<file path="src/design/u8trx_pkg.sv">
// Shared types and constants for the buffered 8N1 UART transceiver.
// No dependencies; used by uart_8n1_transceiver_buffered_core.

package u8trx_pkg;

    localparam int unsigned BUFFER_DEPTH_DEF = 32;
    localparam int unsigned FRAME_LEN        = 10;

    localparam logic [15:0] BIT_PERIOD_RST   = 16'd125;
    localparam logic [15:0] RX_START_RST     = 16'd122;

    localparam int unsigned CFG_IDX_W        = 8;
    localparam logic [CFG_IDX_W-1:0] CFG_BIT_PERIOD = 8'd0;
    localparam logic [CFG_IDX_W-1:0] CFG_RX_START   = 8'd1;

    typedef enum logic [1:0] {
        MODE_TICK = 2'd0,
        MODE_EDGE = 2'd1,
        MODE_LOAD = 2'd2
    } t_mode;

    typedef enum logic [2:0] {
        EV_NONE   = 3'd0,
        EV_RXBYTE = 3'd1,
        EV_RXIDLE = 3'd2,
        EV_TXDONE = 3'd3,
        EV_REJECT = 3'd4
    } t_event;

endpackage

</file>
<file path="src/design/uart_8n1_transceiver_buffered_core.sv">
// Top level of the buffered half-duplex 8N1 UART transceiver.
// Depends on u8trx_pkg and u8trx_txbuf.
//
//  channel   dir  handshake                    payload
//  -------   ---  ---------------------------  --------------------------------------
//  s (in)    in   i_s_tvalid / o_s_tready      tuser=mode, tdata={tx_byte,rx_level}, tlast
//  m (out)   out  o_m_tvalid / i_m_tready      tuser=event, tdata={rx_byte,tx_line}
//  cfg       in   i_cfg_valid / o_cfg_ready    i_cfg_index, i_cfg_data
//
//  One beat in, one beat out: the whole update is a compare against the bit
//  timer and a one-bit shift, so a beat is taken every cycle while the sink
//  is not stalling the output register. The result is registered there; while
//  it is stalled a new beat is still taken in the cycle the sink drains it.
//  The next transmit byte is prefetched from the buffer's registered read port,
//  which is valid well before the nine further bit updates that precede its use.
//  Reset (synchronous, active low) clears control state; the buffer is not
//  cleared, only bytes written by the current burst are ever read.

module uart_8n1_transceiver_buffered_core #(
    parameter int unsigned BUFFER_DEPTH = u8trx_pkg::BUFFER_DEPTH_DEF
) (
    input  logic        i_clk,
    input  logic        i_rst_n,
    // input stream
    input  logic        i_s_tvalid,
    output logic        o_s_tready,
    input  logic [15:0] i_s_tdata,   // [0] rx_level, [8:1] tx_byte, [15:9] zero
    input  logic [1:0]  i_s_tuser,   // [1:0] mode
    input  logic        i_s_tlast,   // tx_last
    // output stream
    output logic        o_m_tvalid,
    input  logic        i_m_tready,
    output logic [15:0] o_m_tdata,   // [0] tx_line, [8:1] rx_byte, [15:9] zero
    output logic [2:0]  o_m_tuser,   // [2:0] event_res
    // configuration writes
    input  logic        i_cfg_valid,
    output logic        o_cfg_ready,
    input  logic [u8trx_pkg::CFG_IDX_W-1:0] i_cfg_index,
    input  logic [15:0] i_cfg_data
);

    localparam int unsigned AW = (BUFFER_DEPTH > 1) ? $clog2(BUFFER_DEPTH) : 1;
    localparam int unsigned CW = $clog2(BUFFER_DEPTH + 1);
    localparam logic [CW-1:0] DEPTH_C = CW'(BUFFER_DEPTH);
    localparam logic [3:0] LAST_BIT = 4'(u8trx_pkg::FRAME_LEN - 1);
    localparam logic [3:0] FRAME_C  = 4'(u8trx_pkg::FRAME_LEN);

    // configuration
    logic [15:0] r_bit_period, r_rx_start;

    // core state
    logic [CW-1:0] r_load_cnt,  n_load_cnt;
    logic          r_load_ovf,  n_load_ovf;
    logic [CW-1:0] r_send_len,  n_send_len;
    logic [CW-1:0] r_send_idx,  n_send_idx;
    logic [3:0]    r_bit_pos,   n_bit_pos;
    logic [9:0]    r_frame,     n_frame;
    logic [15:0]   r_tick_cnt,  n_tick_cnt;
    logic          r_timer_run, n_timer_run;
    logic          r_edge_en,   n_edge_en;
    logic          r_line,      n_line;
    logic [7:0]    r_first,     n_first;   // copy of buffer entry 0

    // output register
    logic                r_out_valid;
    u8trx_pkg::t_event   r_out_ev, n_ev;
    logic [7:0]          r_out_rx, n_rx;
    logic                r_out_line;

    // buffer ports
    logic          buf_wr_en;
    logic [AW-1:0] buf_wr_addr;
    logic [AW-1:0] buf_rd_addr;
    logic [7:0]    buf_rd_data;
    logic [CW-1:0] next_idx;

    logic              s_accept;
    u8trx_pkg::t_mode  in_mode;
    logic              in_level;
    logic [7:0]        in_byte;
    logic [15:0]       tick_top;
    logic [3:0]        bp_mod;
    logic              ovf_new;
    logic [CW-1:0]     cnt_new;

    assign o_s_tready  = !r_out_valid || i_m_tready;
    assign s_accept    = i_s_tvalid && o_s_tready;
    assign o_cfg_ready = 1'b1;

    assign in_mode  = u8trx_pkg::t_mode'(i_s_tuser);
    assign in_level = i_s_tdata[0];
    assign in_byte  = i_s_tdata[8:1];

    // prefetch the byte after the one on the line
    assign next_idx    = r_send_idx + CW'(1);
    assign buf_rd_addr = (next_idx < DEPTH_C) ? next_idx[AW-1:0] : '0;
    assign buf_wr_addr = r_load_cnt[AW-1:0];

    u8trx_txbuf #(
        .DEPTH (BUFFER_DEPTH),
        .AW    (AW)
    ) u_txbuf (
        .i_clk     (i_clk),
        .i_wr_en   (buf_wr_en),
        .i_wr_addr (buf_wr_addr),
        .i_wr_data (in_byte),
        .i_rd_addr (buf_rd_addr),
        .o_rd_data (buf_rd_data)
    );

    assign tick_top = (r_bit_period == 16'd0) ? 16'd0 : r_bit_period - 16'd1;
    assign bp_mod   = (r_bit_pos >= FRAME_C) ? r_bit_pos - FRAME_C : r_bit_pos;
    assign ovf_new  = r_load_ovf || (r_load_cnt >= DEPTH_C);
    assign cnt_new  = (r_load_cnt < DEPTH_C) ? r_load_cnt + CW'(1) : r_load_cnt;

    always_comb begin
        n_load_cnt  = r_load_cnt;
        n_load_ovf  = r_load_ovf;
        n_send_len  = r_send_len;
        n_send_idx  = r_send_idx;
        n_bit_pos   = r_bit_pos;
        n_frame     = r_frame;
        n_tick_cnt  = r_tick_cnt;
        n_timer_run = r_timer_run;
        n_edge_en   = r_edge_en;
        n_line      = r_line;
        n_first     = r_first;
        n_ev        = u8trx_pkg::EV_NONE;
        n_rx        = 8'd0;
        buf_wr_en   = 1'b0;

        unique case (in_mode)
            u8trx_pkg::MODE_TICK: begin
                if (r_timer_run) begin
                    if (r_tick_cnt >= tick_top) begin
                        n_tick_cnt = 16'd0;
                        if (r_send_len != '0) begin
                            if (r_send_idx != r_send_len) begin
                                n_line = r_frame[bp_mod];
                                if (r_bit_pos >= LAST_BIT) begin
                                    n_bit_pos  = 4'd0;
                                    n_send_idx = next_idx;
                                    if (next_idx < r_send_len && next_idx < DEPTH_C) begin
                                        n_frame = {1'b1, buf_rd_data, 1'b0};
                                    end
                                end else begin
                                    n_bit_pos = r_bit_pos + 4'd1;
                                end
                            end else begin
                                // burst finished
                                n_send_idx  = '0;
                                n_send_len  = '0;
                                n_timer_run = 1'b0;
                                n_edge_en   = 1'b1;
                                n_ev        = u8trx_pkg::EV_TXDONE;
                            end
                        end else begin
                            if (r_bit_pos < FRAME_C) begin
                                n_frame = r_frame | (10'(in_level) << r_bit_pos);
                            end
                            if (r_bit_pos == LAST_BIT) begin
                                n_bit_pos = FRAME_C;
                                n_edge_en = 1'b1;
                                n_rx      = n_frame[8:1];
                                n_ev      = u8trx_pkg::EV_RXBYTE;
                            end else if (r_bit_pos >= FRAME_C) begin
                                // idle slot after the stop bit
                                n_bit_pos   = 4'd0;
                                n_timer_run = 1'b0;
                                n_ev        = u8trx_pkg::EV_RXIDLE;
                            end else begin
                                n_bit_pos = r_bit_pos + 4'd1;
                            end
                        end
                    end else begin
                        n_tick_cnt = r_tick_cnt + 16'd1;
                    end
                end
            end
            u8trx_pkg::MODE_EDGE: begin
                if (r_edge_en) begin
                    n_tick_cnt  = r_rx_start;
                    n_timer_run = 1'b1;
                    n_edge_en   = 1'b0;
                    n_frame     = 10'd0;
                    n_bit_pos   = 4'd0;
                end
            end
            u8trx_pkg::MODE_LOAD: begin
                if (r_send_len == '0) begin
                    if (r_load_cnt < DEPTH_C) begin
                        buf_wr_en = s_accept;
                        if (r_load_cnt == '0) begin
                            n_first = in_byte;
                        end
                    end
                    n_load_cnt = cnt_new;
                    n_load_ovf = ovf_new;
                    if (i_s_tlast) begin
                        if (ovf_new) begin
                            n_ev = u8trx_pkg::EV_REJECT;
                        end else begin
                            n_send_len  = cnt_new;
                            n_send_idx  = '0;
                            n_bit_pos   = 4'd0;
                            n_frame     = {1'b1, n_first, 1'b0};
                            n_edge_en   = 1'b0;
                            n_timer_run = 1'b1;
                        end
                        n_load_cnt = '0;
                        n_load_ovf = 1'b0;
                    end
                end
            end
            default: begin
                // unused mode: no effect
            end
        endcase
    end

    // configuration registers
    always_ff @(posedge i_clk) begin
        if (!i_rst_n) begin
            r_bit_period <= u8trx_pkg::BIT_PERIOD_RST;
            r_rx_start   <= u8trx_pkg::RX_START_RST;
        end else if (i_cfg_valid) begin
            if (i_cfg_index == u8trx_pkg::CFG_BIT_PERIOD) begin
                r_bit_period <= i_cfg_data;
            end else if (i_cfg_index == u8trx_pkg::CFG_RX_START) begin
                r_rx_start <= i_cfg_data;
            end
        end
    end

    // state update, once per accepted beat
    always_ff @(posedge i_clk) begin
        if (!i_rst_n) begin
            r_load_cnt  <= '0;
            r_load_ovf  <= 1'b0;
            r_send_len  <= '0;
            r_send_idx  <= '0;
            r_bit_pos   <= 4'd0;
            r_frame     <= 10'h200;
            r_tick_cnt  <= 16'd0;
            r_timer_run <= 1'b0;
            r_edge_en   <= 1'b1;
            r_line      <= 1'b1;
        end else if (s_accept) begin
            r_load_cnt  <= n_load_cnt;
            r_load_ovf  <= n_load_ovf;
            r_send_len  <= n_send_len;
            r_send_idx  <= n_send_idx;
            r_bit_pos   <= n_bit_pos;
            r_frame     <= n_frame;
            r_tick_cnt  <= n_timer_run ? n_tick_cnt : 16'd0;
            r_timer_run <= n_timer_run;
            r_edge_en   <= n_edge_en;
            r_line      <= n_line;
        end
    end

    always_ff @(posedge i_clk) begin
        if (s_accept) begin
            r_first <= n_first;
        end
    end

    // output register
    always_ff @(posedge i_clk) begin
        if (!i_rst_n) begin
            r_out_valid <= 1'b0;
        end else if (s_accept) begin
            r_out_valid <= 1'b1;
        end else if (i_m_tready) begin
            r_out_valid <= 1'b0;
        end
    end

    always_ff @(posedge i_clk) begin
        if (s_accept) begin
            r_out_ev   <= n_ev;
            r_out_rx   <= n_rx;
            r_out_line <= n_line;
        end
    end

    assign o_m_tvalid = r_out_valid;
    assign o_m_tdata  = {7'd0, r_out_rx, r_out_line};
    assign o_m_tuser  = r_out_ev;

    // checks
    a_no_edge_while_sending: assert property (@(posedge i_clk) disable iff (!i_rst_n)
        (r_send_len != '0) |-> (!r_edge_en && r_timer_run))
        else $error("edge detection enabled during a transmit burst");

    a_load_cnt_bound: assert property (@(posedge i_clk) disable iff (!i_rst_n)
        (r_load_cnt <= DEPTH_C) && (r_send_idx <= r_send_len))
        else $error("buffer counters out of range");

    a_txdone_stops: assert property (@(posedge i_clk) disable iff (!i_rst_n)
        (s_accept && n_ev == u8trx_pkg::EV_TXDONE) |=> (r_send_len == '0 && !r_timer_run))
        else $error("transmit done reported without ending the burst");

    a_rx_only_on_byte: assert property (@(posedge i_clk) disable iff (!i_rst_n)
        (r_out_valid && r_out_ev != u8trx_pkg::EV_RXBYTE) |-> (r_out_rx == 8'd0))
        else $error("receive data present without a received byte");

endmodule

</file>
<file path="src/design/u8trx_txbuf.sv">
// Transmit byte buffer: one write port, one registered read port.
// Depends on nothing but its parameters.

module u8trx_txbuf #(
    parameter int unsigned DEPTH = 32,
    parameter int unsigned AW    = 5
) (
    input  logic          i_clk,
    input  logic          i_wr_en,
    input  logic [AW-1:0] i_wr_addr,
    input  logic [7:0]    i_wr_data,
    input  logic [AW-1:0] i_rd_addr,
    output logic [7:0]    o_rd_data
);

    logic [7:0] r_mem [DEPTH];
    logic [7:0] r_rd_data;

    always_ff @(posedge i_clk) begin
        if (i_wr_en) begin
            r_mem[i_wr_addr] <= i_wr_data;
        end
        r_rd_data <= r_mem[i_rd_addr];
    end

    assign o_rd_data = r_rd_data;

endmodule
</file>
<file path="config.mk">
export PLATFORM = sky130hd
export DESIGN_NAME = uart_8n1_transceiver_buffered_core
export DESIGN_NICKNAME = d
export VERILOG_FILES = /design/src/design/u8trx_pkg.sv /design/src/design/uart_8n1_transceiver_buffered_core.sv /design/src/design/u8trx_txbuf.sv
export SDC_FILE = /design/constraint.sdc
export NUM_CORES = 1
export LEC_CHECK = 0
export ABC_AREA = 1
export BUFFER_PORTS_ARGS = -buffer_cell sky130_fd_sc_hd__buf_2
export CAP_MARGIN = 20
export CORE_MARGIN = 2
export CORE_UTILIZATION = 50
export DETAILED_ROUTE_END_ITERATION = 10
export GPL_ROUTABILITY_DRIVEN = 1
export HOLD_SLACK_MARGIN = 0.1
export PLACE_DENSITY = 0.67
export SETUP_SLACK_MARGIN = 0.2
export SLEW_MARGIN = 20
export SYNTH_ARGS = -nofsm -noshare
export SYNTH_HDL_FRONTEND = slang
export SYNTH_HIERARCHICAL = 1
export SYNTH_SLANG_ARGS = --single-unit
</file>
<file path="constraint.sdc">
create_clock -name i_clk -period 8.7 [get_ports i_clk]
set_clock_uncertainty 0.15 [all_clocks]
set_input_delay 0.87 -clock i_clk [delete_from_list [all_inputs] [get_ports i_clk]]
set_output_delay 0.87 -clock i_clk [all_outputs]
set_load 0.02 [all_outputs]
</file>
# [Word-level counts from Yosys, hierarchy flattened]
# Memory sizes are Yosys's and may differ from the RTL's. A register that Yosys moved wholly into a read port is not among the register bits.
# Cells that the tools add are included.
# W data, S select, Z words.
[classes] n_addsub=6 n_lt_le_gt_ge=9 n_eq_ne=23 shifts=1 mux=98 bitwise=6 reduce_logical=25
[ops] operator="$mux W10" n=11
[ops] operator="$mux W6" n=17
[ops] operator="$mux W16" n=5
[ops] operator="$mux W4" n=12
[ops] operator="$reduce_and A9 Y1" n=4
[ops] operator="$mux W1" n=32
[ops] operator="$pmux W16 S2" n=1
[ops] operator="$pmux W10 S3" n=1
[ops] operator="$ne A3 B3 Y1 const B" n=9
[ops] operator="$pmux W6 S2" n=2
[ops] operator="$mux W3" n=6
[ops] operator="$add A16 B1 Y16 const B" n=1
[ops] operator="$ge A16 B16 Y1" n=1
[ops] operator="$logic_not A16 Y1" n=1
[ops] operator="$mux W8" n=2
[ops] operator="$ne A2 B2 Y1 const B" n=8
[ops] operator="$sub A16 B1 Y16 const B" n=1
[ops] operator="$add A6 B1 Y6 const B" n=2
[ops] operator="$logic_not A6 Y1" n=2
[ops] operator="$lt A6 B6 Y1 const B" n=2
[ops] operator="$pmux W4 S3" n=1
[ops] operator="$reduce_and A12 Y1" n=1
[ops] operator="$reduce_and A11 Y1" n=1
[ops] operator="$or A10 B10 Y10" n=1
[ops] operator="other kinds (32)" n=44
[totals] reg_bits=105 ramBits=256 inputBits=48 wordCells=187 memories=1
[mem_list] name="u_txbuf.r_mem" words=32 width=8 rd=1 rd_ports_with_merged_regs=1 wr=1 line_no="u8trx_txbuf.sv:16" rtl="logic [7:0] r_mem [DEPTH];"

# [Logic depth before layout (Yosys ltp)]
# Gate-level depths: netlist of run 1.
[depth] ltp_word=10 ltp_mapped=27

# [By module]
# The synthesis of run 1 kept the hierarchy.
[by_module_without_submodules] module="u8trx_txbuf" instances=1 cells_each=922 area_each_um2=10786.6 seq_area_each_um2=7847.5
[by_module_without_submodules] module="uart_8n1_transceiver_buffered_core" instances=1 cells_each=939 area_each_um2=6703.9 seq_area_each_um2=2302.2

# [Worst setup path after synthesis of run 1]
# Ideal clock, no wire load.
[synth_path] kind="input-to-reg" startpoint="input port i_s_tuser[0]" endpoint="memory u_txbuf.r_mem[11][0] (enable)" arrival_time_ps=3131 required_time_ps=8180 path_slack_ps=5049 cell_stages=9 path_buffers=1 cell_sequence="inv_1 > ha_1 > inv_1 > clkbuf_1 > nor3_1 > inv_1 > nor2_1 > nand3_1 > nor2_1"
[synth_between] elab_chain_cells=4
[synth_rtl] element="start: declaration" line_no="uart_8n1_transceiver_buffered_core.sv:28" rtl="input logic [1:0] i_s_tuser,"
[synth_rtl] element="$eq A2 B2 Y1" line_no="uart_8n1_transceiver_buffered_core.sv:132" rtl="unique case (in_mode)"
[synth_rtl] element="$mux W1" line_no="uart_8n1_transceiver_buffered_core.sv:132"
[synth_rtl] element="named net buf_wr_en" line_no="uart_8n1_transceiver_buffered_core.sv:71" rtl="logic buf_wr_en;"
[synth_rtl] element="$mux W1" line_no="u8trx_txbuf.sv:20" rtl="if (i_wr_en) begin"
[synth_rtl] element="$mux W1 (implied by the code)" line_no="u8trx_txbuf.sv:21" rtl="r_mem[i_wr_addr] <= i_wr_data;"
[synth_rtl] element="end: declaration" line_no="u8trx_txbuf.sv:16"
# The timed path passes the listed nets, and every way through them passes these cells.

# [Final worst setup path of run 1]
[layout_path] startpoint="register r_send_idx[0]" endpoint="register u_txbuf.r_rd_data[7], in the netlist u_txbuf/o_rd_data[7], read port of u_txbuf.r_mem"
[layout_between] elab_chain_cells=3
[layout_rtl] element="start: declaration" line_no="uart_8n1_transceiver_buffered_core.sv:55" rtl="logic [CW-1:0] r_send_idx, n_send_idx;"
[layout_rtl] element="start signal: assignment" line_no="uart_8n1_transceiver_buffered_core.sv:252" rtl="r_send_idx <= n_send_idx;"
[layout_rtl] element="$add A6 B1 Y6 *" line_no="uart_8n1_transceiver_buffered_core.sv:95" rtl="assign next_idx = r_send_idx + CW'(1);"
[layout_rtl] element="$lt A6 B6 Y1" line_no="uart_8n1_transceiver_buffered_core.sv:96" rtl="assign buf_rd_addr = (next_idx < DEPTH_C) ? next_idx[AW-1:0] : '0;"
[layout_rtl] element="$mux W5 *" line_no="uart_8n1_transceiver_buffered_core.sv:96"
[layout_rtl] element="named net buf_rd_addr[0]" line_no="uart_8n1_transceiver_buffered_core.sv:73" rtl="logic [AW-1:0] buf_rd_addr;"
[layout_rtl] element="end: declaration" line_no="u8trx_txbuf.sv:17" rtl="logic [7:0] r_rd_data;"
# Mark *: on every way through the listed nets, which the timed path passes. The rest lies on a longest branch.
# A chain may end at the register's enable or synchronous reset.

==> reports/qor.csv, run 1 <==
stage,metric,value,unit
outcome,status,completed,
hold_path,worst hold path class,reg2reg,
grt,GR Overflow Total,0,
final_layout,share of cells above drive strength 1,0.0908,
grt,first-pass GRT wire length,62.2,mm
floorplan,overall die area,36500,sq um
critical_path,RR Startpoint,r_send_idx[0],
routing,first drt pass iteration count,5,
critical_path,"Data required, critical path",8.96,ns
clock_network,number of buffers inserted during clock tree synthesis,40,
critical_path,worst-path fanout max,65,
synth,share of synthesized area occupied by flip-flops and latches,0.580,
synth,top post-synthesis cells by area,"sky130_fd_sc_hd__edfxtp_1 47%, sky130_fd_sc_hd__nand2_1 12%, sky130_fd_sc_hd__dfxtp_1 11%",
floorplan,number of placement rows,68,
timing,headroom to the max-slew limit,0.378,
critical_path,reg2reg setup slack,4.39,ns
routing,drc violations,0,
critical_path,kind of start point of the critical path,flop,
power_and_ir_drop,highest ir drop seen on vdd,0.190,mV
clock_network,number of gates given a new drive strength after cts,0,
hold_path,Hold Crit Depth,2,
timing,Total Negative Setup Slacks,0,ns
critical_path,"Data arrival, critical path",4.57,ns
critical_path,endpoint of the worst register-to-register path,u_txbuf/o_rd_data[7],
power_and_ir_drop,pwr/cell area,213,nW/um^2
clock_network,clock insertion delay at the later pin of the skew report,0.54,ns
synth,Yosys top cell by area,sky130_fd_sc_hd__edfxtp_1,
routing,total length of routed wires,39.5,mm
synth,Post-synth top cells,"543 x sky130_fd_sc_hd__nand2_1, 276 x sky130_fd_sc_hd__edfxtp_1, 265 x sky130_fd_sc_hd__nand3_1",
floorplan,Top Ports,70,
clock_network,hold_buf cts,0,
timing,final setup violation count,0,
routing,via density per instance,5.41,
power_and_ir_drop,leakage power figure,7.37,nW
synth,synth unique cells,50,
hold_path,startpoint of the lowest-slack hold path,r_line,
clock_network,setup bufs post-CTS,0,
final_layout,area delta synth->final,9.03,%
floorplan,horizontal extent of the die,191,um
grt,pin count of the biggest net entering global routing,110,
timing,f_max,0.232,GHz
clock_network,clock tree from TritonCTS,yes,
timing,period utilization,0.495,
synth,netlist area before placement,17500,sq um
placement,minimum setup slack after placement,3.89,ns
critical_path,Crit Path Class,reg2reg,
critical_path,Worst setup EP type,flop,
synth,synthesized instance count,1861,
routing,ANT nets after route,0,
hold_path,Worst Hold Path EP,r_line,
routing,count of vias placed by the detailed router,12766,
placement,number of port buffers,54,
placement,DP Wirelength,25.0,mm
timing,transition time at the pin with the least slew margin,0.932,ns
clock_network,CTS Root Cell,sky130_fd_sc_hd__clkbuf_16,
placement,GPL Wtd Cong,0.889,
synth,share of synthesized flip-flops with an asynchronous set or reset,0,
floorplan,initial core utilization,0.508,
timing,unrepaired setup endpoints after global routing,no,
timing,final critical-path setup slack,4.39,ns
routing,Initial DRC Count,895,
timing,number of hold violations in the final report,0,
floorplan,placeable core region,34500,sq um
routing,Routed wire per std cell,16.7,um
job,maximum capacitance violations,0,
timing,time the worst path needs with I/O delays and setup,4.31,ns
clock_network,post-CTS clock slew at the launch and capture registers of the worst setup and hold paths,0.06,ns
timing,Final Max Slew Viols,0,
clock_network,sinks on the clock net,369,
clock_network,maximum clock insertion buffer count,3,
grt,Total Routing Usage GR,0.216,
synth,predominant post-synthesis flop cell,sky130_fd_sc_hd__edfxtp_1,
synth,YS warnings,6,
grt,initial antenna violation count,1,
final_layout,number of nets at the end of the flow,1964,
clock_network,number of H-tree levels,2,
critical_path,Reg2Reg Depth,16,
synth,number of register bits inferred by synthesis,369,
synth,synthesized area per cell,9.40,sq um
synth,Post-synth EDFFs,276,
grt,via count of the first global-routing pass,11915,
synth,most frequently used cell type in the post-synthesis netlist,sky130_fd_sc_hd__nand2_1,
floorplan,die boundary height,191,um
synth,proportion of netlist area held by the largest area contributor,0.474,
routing by layer:
metal | vias to the layer above | share of wire | global-route usage
met5 | - | 0 | 0
met2 | 332 | 0.48 | 0.363
met1 | 6016 | 0.45 | 0.291
met3 | 67 | 0.050 | 0.0310
met4 | 0 | 0.024 | 0.0665
li1 | 6351 | - | -
flip-flops by register name, summed over array words and instances (netlist names):
name	count
r_out_rx	8
o_m_tuser	3
r_out_line	1
u_txbuf/o_rd_data	8
r_tick_cnt	16
r_rx_start	16
r_send_idx	6
r_bit_period	16
r_first	8
r_edge_en	1
r_bit_pos	4
r_timer_run	1
r_line	1
u_txbuf/r_mem	256
r_send_len	6
o_m_tvalid	1
r_load_ovf	1
r_load_cnt	6
r_frame	10
per-stage QoR:
| stage | cells | instance area [sq um] | util | total power [W] | hold WS, ns |
|---|---|---|---|---|---|
| 2_1_floorplan | 1867 | 17500 | - | 0.00238 | 0.275 |
| 3_3_place_gp | 2290 | 17800 | 0.516 | 0.00248 | 0.307 |
| 3_5_place_dp | 2290 | 17800 | 0.516 | 0.00249 | 0.327 |
| 4_1_cts | 2359 | 19000 | 0.552 | 0.00410 | 0.341 |
| 5_1_grt | 2360 | 19100 | 0.553 | 0.00425 | 0.375 |
| 6_report | 2361 | 19100 | 0.553 | 0.00407 | 0.336 |
power by group:
| part | switching [W] | leakage, nW | internal, W |
|---|---|---|---|
| Combinational | 0.000354 | 3.51 | 0.000146 |
| Clock | 0.000684 | 0.605 | 0.000927 |
| Sequential | 0.0000341 | 3.25 | 0.00193 |
| Total | 0.00107 | 7.37 | 0.00300 |
layout by cell type, fill, tap and decap left out, types with 3 or more instances in the layout:
cell	count
sky130_fd_sc_hd__clkinv_2	9
sky130_fd_sc_hd__clkbuf_16	40
sky130_fd_sc_hd__nand2_1	543
sky130_fd_sc_hd__buf_4	6
sky130_fd_sc_hd__clkinv_1	8
sky130_fd_sc_hd__dfxtp_1	93
sky130_fd_sc_hd__conb_1	8
sky130_fd_sc_hd__nor2_4	4
sky130_fd_sc_hd__xor2_1	23
sky130_fd_sc_hd__buf_2	54
sky130_fd_sc_hd__a211oi_1	15
sky130_fd_sc_hd__nor2_2	3
sky130_fd_sc_hd__nand3_1	265
sky130_fd_sc_hd__inv_2	8
sky130_fd_sc_hd__nor2_1	141
sky130_fd_sc_hd__nand4_1	12
sky130_fd_sc_hd__clkinvlp_4	4
sky130_fd_sc_hd__o211ai_1	10
sky130_fd_sc_hd__mux2_2	8
sky130_fd_sc_hd__xnor2_1	8
sky130_fd_sc_hd__clkbuf_1	4
sky130_fd_sc_hd__edfxtp_1	276
sky130_fd_sc_hd__or2_2	4
sky130_fd_sc_hd__clkinv_4	3
sky130_fd_sc_hd__nand2_2	5
sky130_fd_sc_hd__o21ai_1	4
sky130_fd_sc_hd__inv_1	97
sky130_fd_sc_hd__o21ai_0	59
sky130_fd_sc_hd__nand2_4	3
sky130_fd_sc_hd__ha_1	38
sky130_fd_sc_hd__o22ai_1	6
sky130_fd_sc_hd__nand3_2	4
sky130_fd_sc_hd__a21oi_1	88
sky130_fd_sc_hd__nor3_1	16
final cells by class:
cell class	count	area [sq um]
inverter	112	423
timing repair buffer	62	354
clock buffer	47	1050
antenna	1	2.50
multi-input combinational	1293	6330
tap	455	569
sequential	369	10100
fill	3062	15400
clock inverter	22	196
critical path, cell delays in order, from the launching register on:
cell,delay [ns]
sky130_fd_sc_hd__dfxtp_1,0.47
sky130_fd_sc_hd__nand3_1,0.16
sky130_fd_sc_hd__nor2_1,0.15
sky130_fd_sc_hd__nand2_1,0.08
sky130_fd_sc_hd__xor2_1,0.23
sky130_fd_sc_hd__inv_1,0.20
sky130_fd_sc_hd__nor2_4,0.44
sky130_fd_sc_hd__clkinv_2,0.84
sky130_fd_sc_hd__buf_4,0.64
sky130_fd_sc_hd__nand2_1,0.15
sky130_fd_sc_hd__nand3_1,0.09
sky130_fd_sc_hd__nand3_1,0.14
sky130_fd_sc_hd__nand2_1,0.10
sky130_fd_sc_hd__nand2_1,0.07
sky130_fd_sc_hd__nand2_1,0.05
sky130_fd_sc_hd__nand2_1,0.06
sky130_fd_sc_hd__nand2_1,0.08
kinds of logic after synthesis:
kind of cell / share of synthesized area
AOI/OAI and AO/OA: 0.0615
xor gates and xnor gates: 0.0155
adders and majority gates: 0.0272
buffers and inverters: 0.0611
DFF: 0.580
muxes: 0.00515
other: 0.000429
and+or+nand+nor: 0.249
how the worst max path moves through the flow:
stage | startpoint | end | slack (ns)
6_report | r_send_idx[0] | u_txbuf/o_rd_data[7] | 4.39
5_1_grt | r_send_idx[0] | u_txbuf/o_rd_data[0] | 3.98
4_1_cts | r_send_len[2] | u_txbuf/r_mem[13][0] | 4.38
3_5_place_dp | i_s_tuser[0] | u_txbuf/r_mem[0][1] | 3.89
3_3_place_gp | i_s_tuser[0] | u_txbuf/r_mem[28][5] | 3.99
2_1_floorplan | i_s_tuser[0] | u_txbuf/r_mem[11][0] | 5.05
Power figures use the tool's default switching activity.
==> run 2, diff against run 1 <==
--- a/config.mk
+++ b/config.mk
@@ -5,7 +5,7 @@
 export SDC_FILE = /design/constraint.sdc
 export NUM_CORES = 1
 export LEC_CHECK = 0
-export ABC_AREA = 1
+export ABC_AREA = 0
 export BUFFER_PORTS_ARGS = -buffer_cell sky130_fd_sc_hd__buf_2
 export CAP_MARGIN = 20
 export CORE_MARGIN = 2
@@ -13,7 +13,7 @@
 export DETAILED_ROUTE_END_ITERATION = 10
 export GPL_ROUTABILITY_DRIVEN = 1
 export HOLD_SLACK_MARGIN = 0.1
-export PLACE_DENSITY = 0.67
+export PLACE_DENSITY = 0.69
 export SETUP_SLACK_MARGIN = 0.2
 export SLEW_MARGIN = 20
 export SYNTH_ARGS = -nofsm -noshare
==> constraint.sdc (replaced) <==
create_clock -name i_clk -period 3.7 [get_ports i_clk]
set_clock_uncertainty 0.15 [all_clocks]
set_input_delay 0.37 -clock i_clk [delete_from_list [all_inputs] [get_ports i_clk]]
set_output_delay 0.37 -clock i_clk [all_outputs]
set_load 0.02 [all_outputs]
==> reports/qor.csv, run 2 <==
stage,metric,value,unit,change
outcome,status,finished with violations,,
outcome,violations in the final reports,negative setup slack,,
routing,drc violations,0,,unchanged
routing,ANT nets after route,0,,unchanged
clock_network,number of buffers inserted during clock tree synthesis,39,,-2.5%
critical_path,buffer and inverter count on the worst path,3,,unchanged
grt,initial antenna violation count,0,,-1
clock_network,sinks on the clock net,369,,unchanged
synth,area fraction in compound gates after synthesis,0.0751,,+0.0136
final_layout,Reg with most FFs,u_txbuf/r_mem,,
synth,YS warnings,6,,unchanged
routing,via density per instance,5.80,,+7.3%
floorplan,die boundary height,187,um,-2.3%
critical_path,"Data arrival, critical path",4.18,ns,-0.39 ns
synth,most frequently used cell type in the post-synthesis netlist,sky130_fd_sc_hd__edfxtp_1,,
final_layout,area delta synth->final,19.4,%,
synth,Post-synth EDFFs,276,,unchanged
final_layout,share of cells above drive strength 1,0.280,,+0.189
timing,time the worst path needs with I/O delays and setup,3.90,ns,-0.408 ns
floorplan,initial core utilization,0.510,,+0.00289
timing,transition time at the pin with the least slew margin,1.04,ns,+0.103 ns
clock_network,maximum clock insertion buffer count,3,,unchanged
synth,proportion of netlist area held by the largest area contributor,0.496,,+0.0226
synth,fraction of the mapped netlist area in simple logic gates,0.100,,-0.148
timing,unrepaired setup endpoints after global routing,yes,,
synth,Post-synth top cells,"276 x sky130_fd_sc_hd__edfxtp_1, 93 x sky130_fd_sc_hd__dfxtp_1, 83 x sky130_fd_sc_hd__nand2_1",,
routing,Routed wire per std cell,20.3,um,+21%
clock_network,clock insertion delay at the later pin of the skew report,0.54,ns,about the same
floorplan,placeable core region,32700,sq um,-5.1%
clock_network,CTS Root Cell,sky130_fd_sc_hd__clkbuf_16,,
grt,pin count of the biggest net entering global routing,65,,-41%
power_and_ir_drop,pwr/cell area,439,nW/um^2,+110%
routing,Initial DRC Count,688,,-23%
timing,number of hold violations in the final report,0,,unchanged
final_layout,number of nets at the end of the flow,1423,,-28%
synth,synthesized area per cell,14.0,sq um,+49%
routing,count of vias placed by the detailed router,10486,,-18%
clock_network,number of H-tree levels,2,,unchanged
timing,Final Max Slew Viols,0,,unchanged
critical_path,cell type of the slowest stage on the worst timing path,sky130_fd_sc_hd__or4_4,,
critical_path,Worst setup EP type,flop,,
synth,main combinational cell family by area after synthesis,multiplexers,,
critical_path,"Data required, critical path",3.98,ns,-4.98 ns
synth,post-synthesis xor/xnor area fraction,0.0131,,-0.00241
routing,first drt pass iteration count,5,,unchanged
clock_network,clock tree from TritonCTS,yes,,
floorplan,horizontal extent of the die,187,um,-2.3%
synth,netlist area before placement,16700,sq um,-4.6%
synth,share of synthesized flip-flops with an asynchronous set or reset,0,,unchanged
floorplan,overall die area,34900,sq um,-4.5%
power_and_ir_drop,leakage power figure,6.96,nW,-5.5%
floorplan,Top Ports,70,,unchanged
placement,DP Wirelength,23.6,mm,-5.6%
final_layout,most used cells in the layout excluding fill and tap cells,"276 x sky130_fd_sc_hd__edfxtp_1, 91 x sky130_fd_sc_hd__dfxtp_1, 81 x sky130_fd_sc_hd__nand2_1, 81 x sky130_fd_sc_hd__mux4_2, 78 x sky130_fd_sc_hd__buf_4",,
critical_path,Crit Path Class,reg2reg,,
job,maximum capacitance violations,0,,unchanged
critical_path,kind of start point of the critical path,flop,,
timing,final critical-path setup slack,-0.200,ns,-4.59 ns
synth,share of synthesized area occupied by flip-flops and latches,0.608,,+0.0277
synth,number of register bits inferred by synthesis,369,,unchanged
synth,Synth Area in Adders,0.0285,,+0.00130
power_and_ir_drop,highest ir drop seen on vdd,0.371,mV,+95%
final_layout,flip-flop count of the largest register after layout,256,,unchanged
critical_path,worst-path fanout max,8,,-88%
hold_path,worst hold path class,in2reg,,
synth,Yosys top cell by area,sky130_fd_sc_hd__edfxtp_1,,
synth,mux cell area share after synthesis,0.148,,+0.143
final_layout,core occupancy in the finished layout,0.610,,+0.0562
grt,via count of the first global-routing pass,10512,,-12%
final_layout,"most common cell after layout, fill and taps aside",sky130_fd_sc_hd__edfxtp_1,,
timing,f_max,0.256,GHz,+10%
timing,final setup violation count,53,,+53
placement,minimum setup slack after placement,-0.326,ns,-4.22 ns
placement,GPL Wtd Cong,0.806,,-9.3%
routing,total length of routed wires,36.7,mm,-7.0%
critical_path,biggest cell delay along the critical path,0.55,ns,-0.29 ns
timing,headroom to the max-slew limit,0.309,,-0.0688
synth,synthesized instance count,1189,,-36%
critical_path,critical path cell sequence,"or4_4, nor3_4, nand4_1, or3_4, and2_4, ha_4, nand2b_4, a2111o_1, a311oi_4, buf_6, buf_6, a21oi_4, o21ai_2, buf_6, nor4_2, a21o_1",,
placement,number of port buffers,54,,unchanged
grt,first-pass GRT wire length,57.6,mm,-7.3%
critical_path,"Top cell by count, worst path",sky130_fd_sc_hd__buf_6,,
floorplan,number of placement rows,66,,-2.9%
grt,Total Routing Usage GR,0.209,,-0.00730
final_layout,antenna diode count,0,,-1
clock_network,post-CTS clock slew at the launch and capture registers of the worst setup and hold paths,0.06,ns,about the same
synth,synth unique cells,74,,+48%
synth,top post-synthesis cells by area,"sky130_fd_sc_hd__edfxtp_1 50%, sky130_fd_sc_hd__dfxtp_1 11%, sky130_fd_sc_hd__mux4_2 11%",,
timing,period utilization,1.05,,+0.559
critical_path,"delay-heaviest family, CP",simple AND/OR/NAND/NOR gates,,
grt,GR Overflow Total,0,,unchanged
synth,predominant post-synthesis flop cell,sky130_fd_sc_hd__edfxtp_1,,
[run 2: cell types whose count changed in the layout (fill, tap and decap cells not counted), sizes merged, moves of 19 or more]
cell and delta:
mux2i +44, nor2b +36, a21oi -57, buf +88, dlygate4sd3 +19, mux4 +81, nand2 -467, nor2 -65
nand3 -235, inv -78
[run 2: final cells by class]
type / count / area [sq um]
fill: 2472 / 12800
sequential: 369 / 10200
multi-input combinational: 730 / 6570
timing repair buffer: 169 / 1270
clock buffer: 47 / 1020
tap: 442 / 553
clock inverter: 23 / 260
inverter: 28 / 108
[run 2: what timing repair did]
item,CTS,global route
pin swaps,27,21
resized for setup,56,42
hold buffers,19,0
setup endpoints to repair,55,56
gates cloned,2,0
endpoints found under the hold margin,34,0
buffers inserted,9,3
[run 2: power by group]
part	leakage [nW]	switching [W]	total (W)	internal, W
logic	3.09	0.000231	0.000359	0.000128
registers	3.25	0.0000132	0.00447	0.00446
clock network	0.624	0.00160	0.00391	0.00232
[run 2: per-stage QoR]
stage	cells	hold WS, ns	power (W)	cell area, sq um	setup TNS (ns)
finish	1808	0.110	0.00875	19900	-6.45
global route	1808	0.134	0.00900	19900	-14.49
CTS	1805	0.120	0.00881	19700	-7.46
detailed placement	1705	0.318	0.00486	18000	-10.86
global placement	1705	0.312	0.00486	18000	-7.02
floorplan	1195	0.294	0.00474	16900	-3.63
[run 2: logic make-up (layout without fill, tap and decap cells)]
group | Yosys count | after routing
muxes | 143 | 143
adders and majority gates | 38 | 38
other | 2 | 8
DFF | 369 | 369
and+or+nand+nor | 334 | 335
xor gates and xnor gates | 25 | 25
buffers and inverters | 97 | 267
AOI/OAI and AO/OA | 181 | 181
[run 2: path summary, 6_finish.rpt]
check / startpoint / to / slack [ns] / cells after the start
setup / recovery: r_bit_period[7] / r_bit_pos[2] / -0.20 / 16
hold / removal: i_s_tdata[0] / r_frame[0] / 0.11 / 4
setup reg to reg: r_bit_period[7] / r_bit_pos[2] / -0.20 / 16
hold reg to reg: r_frame[8] / r_frame[8] / 0.33 / 2
[run 2: layer usage]
metal  track usage  vias to the layer above  wire length [um]
met5             0                        -                 0
met2         0.356                      256             18500
met4        0.0650                        0               980
li1              -                     4891                 -
met1         0.280                     5263             15800
met3        0.0290                       76              1490
[run 2: worst min-delay path: cells and delay by family]
family | cells | cell delay (ns)
buf+inv | 1 | 0.14
simple gates | 2 | 0.18
compound gates | 1 | 0.05
==> run 3, diff against run 2 <==
--- a/config.mk
+++ b/config.mk
@@ -15,6 +15,7 @@
 export HOLD_SLACK_MARGIN = 0.1
 export PLACE_DENSITY = 0.69
 export SETUP_SLACK_MARGIN = 0.2
+export SKIP_CTS_REPAIR_TIMING = 1
 export SLEW_MARGIN = 20
 export SYNTH_ARGS = -nofsm -noshare
 export SYNTH_HDL_FRONTEND = slang
==> reports/qor.csv, run 3 (same netlist as run 2, synthesis figures left out) <==
stage,metric,value,unit,change
timing,headroom to the max-slew limit,0.307,,-0.00217
final_layout,share of cells above drive strength 1,0.260,,-0.0192
critical_path,"Data arrival, critical path",4.21,ns,+0.03 ns
critical_path,Crit Path Class,reg2reg,,
timing,time the worst path needs with I/O delays and setup,3.91,ns,+0.0119 ns
placement,GPL Wtd Cong,0.806,,unchanged
critical_path,"Data required, critical path",4.00,ns,+0.02 ns
placement,DP Wirelength,23.6,mm,unchanged
final_layout,most used cells in the layout excluding fill and tap cells,"276 x sky130_fd_sc_hd__edfxtp_1, 91 x sky130_fd_sc_hd__dfxtp_1, 81 x sky130_fd_sc_hd__nand2_1, 81 x sky130_fd_sc_hd__mux4_2, 79 x sky130_fd_sc_hd__nor2_1",,
routing,via density per instance,5.79,,-0.23%
clock_network,post-CTS clock slew at the launch and capture registers of the worst setup and hold paths,0.06,ns,about the same
grt,pin count of the biggest net entering global routing,65,,unchanged
clock_network,CTS Root Cell,sky130_fd_sc_hd__clkbuf_16,,
floorplan,overall die area,34900,sq um,unchanged
power_and_ir_drop,switching part of the total,0.210,,-0.000803
power_and_ir_drop,relative contribution of the clock network to total power,0.448,,about the same
power_and_ir_drop,pwr/cell area,443,nW/um^2,+0.92%
timing,transition time at the pin with the least slew margin,1.04,ns,+0.00325 ns
floorplan,horizontal extent of the die,187,um,unchanged
clock_network,clock insertion delay at the later pin of the skew report,0.54,ns,about the same
floorplan,die boundary height,187,um,unchanged
placement,minimum setup slack after placement,-0.326,ns,unchanged
power_and_ir_drop,switching power,0.00183,W,-0.51%
power_and_ir_drop,Sequential Power Share,0.512,,about the same
grt,Total Routing Usage GR,0.205,,-0.00431
critical_path,Worst setup EP type,flop,,
final_layout,number of nets at the end of the flow,1416,,-0.49%
clock_network,sinks on the clock net,369,,unchanged
floorplan,number of placement rows,66,,unchanged
final_layout,"most common cell after layout, fill and taps aside",sky130_fd_sc_hd__edfxtp_1,,
timing,unrepaired setup endpoints after global routing,yes,,
floorplan,initial core utilization,0.510,,unchanged
clock_network,number of H-tree levels,2,,unchanged
routing,Routed wire per std cell,20.3,um,-0.33%
power_and_ir_drop,internal power component,0.00690,W,about the same
power_and_ir_drop,combinational share of power,0.040,,about the same
routing,drc violations,0,,unchanged
floorplan,Top Ports,70,,unchanged
routing,total length of routed wires,36.5,mm,-0.71%
clock_network,clock tree from TritonCTS,yes,,
final_layout,antenna diode count,0,,unchanged
routing,ANT nets after route,0,,unchanged
job,maximum capacitance violations,0,,unchanged
power_and_ir_drop,leakage power figure,6.91,nW,-0.84%
grt,first-pass GRT wire length,56.5,mm,-2.0%
power_and_ir_drop,highest ir drop seen on vdd,0.370,mV,-0.33%
clock_network,number of buffers inserted during clock tree synthesis,39,,unchanged
routing,first drt pass iteration count,5,,unchanged
final_layout,flip-flop count of the largest register after layout,256,,unchanged
timing,number of hold violations in the final report,0,,unchanged
timing,f_max,0.256,GHz,-0.30%
critical_path,worst-path fanout max,7,,-1
final_layout,area delta synth->final,18.2,%,
clock_network,maximum clock insertion buffer count,3,,unchanged
placement,number of port buffers,54,,unchanged
timing,period utilization,1.06,,+0.00322
routing,Initial DRC Count,721,,+4.8%
floorplan,placeable core region,32700,sq um,unchanged
outcome,status,finished with violations,,
grt,initial antenna violation count,0,,unchanged
critical_path,kind of start point of the critical path,flop,,
timing,Final Max Slew Viols,0,,unchanged
final_layout,design area,19700,sq um,-1.0%
hold_path,worst hold path class,in2reg,,
timing,final setup violation count,49,,-7.5%
placement,instance area at placement,18000,sq um,unchanged
outcome,violations in the final reports,negative setup slack,,
grt,via count of the first global-routing pass,10231,,-2.7%
grt,GR Overflow Total,0,,unchanged
timing,final critical-path setup slack,-0.212,ns,-0.0119 ns
routing,count of vias placed by the detailed router,10421,,-0.62%
final_layout,Reg with most FFs,u_txbuf/r_mem,,
## run 3: cell types whose count changed in the layout (fill, tap and decap cells not counted), sizes merged
cell	delta
dlygate4sd3	-1
nand3	-1
buf	-5
## run 3: metal layers
layer,global-route usage,vias up,part of all wire
li1,-,4863,-
met1,0.277,5231,0.43
met2,0.347,256,0.50
met3,0.0280,71,0.039
met4,0.0611,0,0.026
met5,0,-,0
## run 3: worst max-delay path, cell delays in order, from the launching register on
cell                       delay [ns]
sky130_fd_sc_hd__dfxtp_2         0.32
sky130_fd_sc_hd__or4_4           0.55
sky130_fd_sc_hd__nor3_4          0.14
sky130_fd_sc_hd__nand4_1         0.13
sky130_fd_sc_hd__or3_4           0.39
sky130_fd_sc_hd__and2_4          0.16
sky130_fd_sc_hd__ha_4            0.20
sky130_fd_sc_hd__nand2b_4        0.13
sky130_fd_sc_hd__a2111o_1        0.46
sky130_fd_sc_hd__a311oi_4        0.23
sky130_fd_sc_hd__buf_6           0.16
sky130_fd_sc_hd__a22oi_2         0.10
sky130_fd_sc_hd__o21ai_4         0.25
sky130_fd_sc_hd__buf_6           0.14
sky130_fd_sc_hd__buf_6           0.09
sky130_fd_sc_hd__a31oi_1         0.07
sky130_fd_sc_hd__o22ai_1         0.17
## run 3: power groups by stage
| stage | Clock (W) | Combinational (W) | Sequential [W] |
|---|---|---|---|
| 4_1_cts | 0.00399 | 0.000304 | 0.00447 |
| 3_3_place_gp | 0 | 0.000295 | 0.00456 |
| 2_1_floorplan | 0 | 0.000169 | 0.00457 |
| 6_report | 0.00391 | 0.000349 | 0.00447 |
| 3_5_place_dp | 0 | 0.000302 | 0.00456 |
| 5_1_grt | 0.00414 | 0.000381 | 0.00447 |
## run 3: through the flow
stage          hold WS (ns)  setup TNS [ns]  total power (W)  std cells   util
4_1_cts             -0.0991          -11.29          0.00877       1775  0.589
3_5_place_dp          0.318          -10.86          0.00486       1705  0.550
2_1_floorplan         0.294           -3.63          0.00474       1195      -
3_3_place_gp          0.312           -7.02          0.00486       1705  0.550
5_1_grt               0.118          -12.20          0.00899       1801  0.603
6_report              0.103           -4.84          0.00873       1801  0.603
## run 3: final cells by class
| type | count | area (sq um) |
|---|---|---|
| clock buffer | 47 | 1020 |
| clock inverter | 23 | 260 |
| fill | 2485 | 13000 |
| inverter | 28 | 105 |
| multi-input combinational | 729 | 6440 |
| sequential | 369 | 10200 |
| tap | 442 | 553 |
| timing repair buffer | 163 | 1200 |
## run 3: path summary, 6_finish.rpt
kind	startpoint	to	slack (ns)	depth (start not counted)
setup reg to reg	r_bit_period[7]	r_tick_cnt[6]	-0.21	16
hold / removal	i_s_tlast	r_load_cnt[0]	0.10	3
setup / recovery	r_bit_period[7]	r_tick_cnt[6]	-0.21	16
hold reg to reg	r_rx_start[1]	r_rx_start[1]	0.34	2
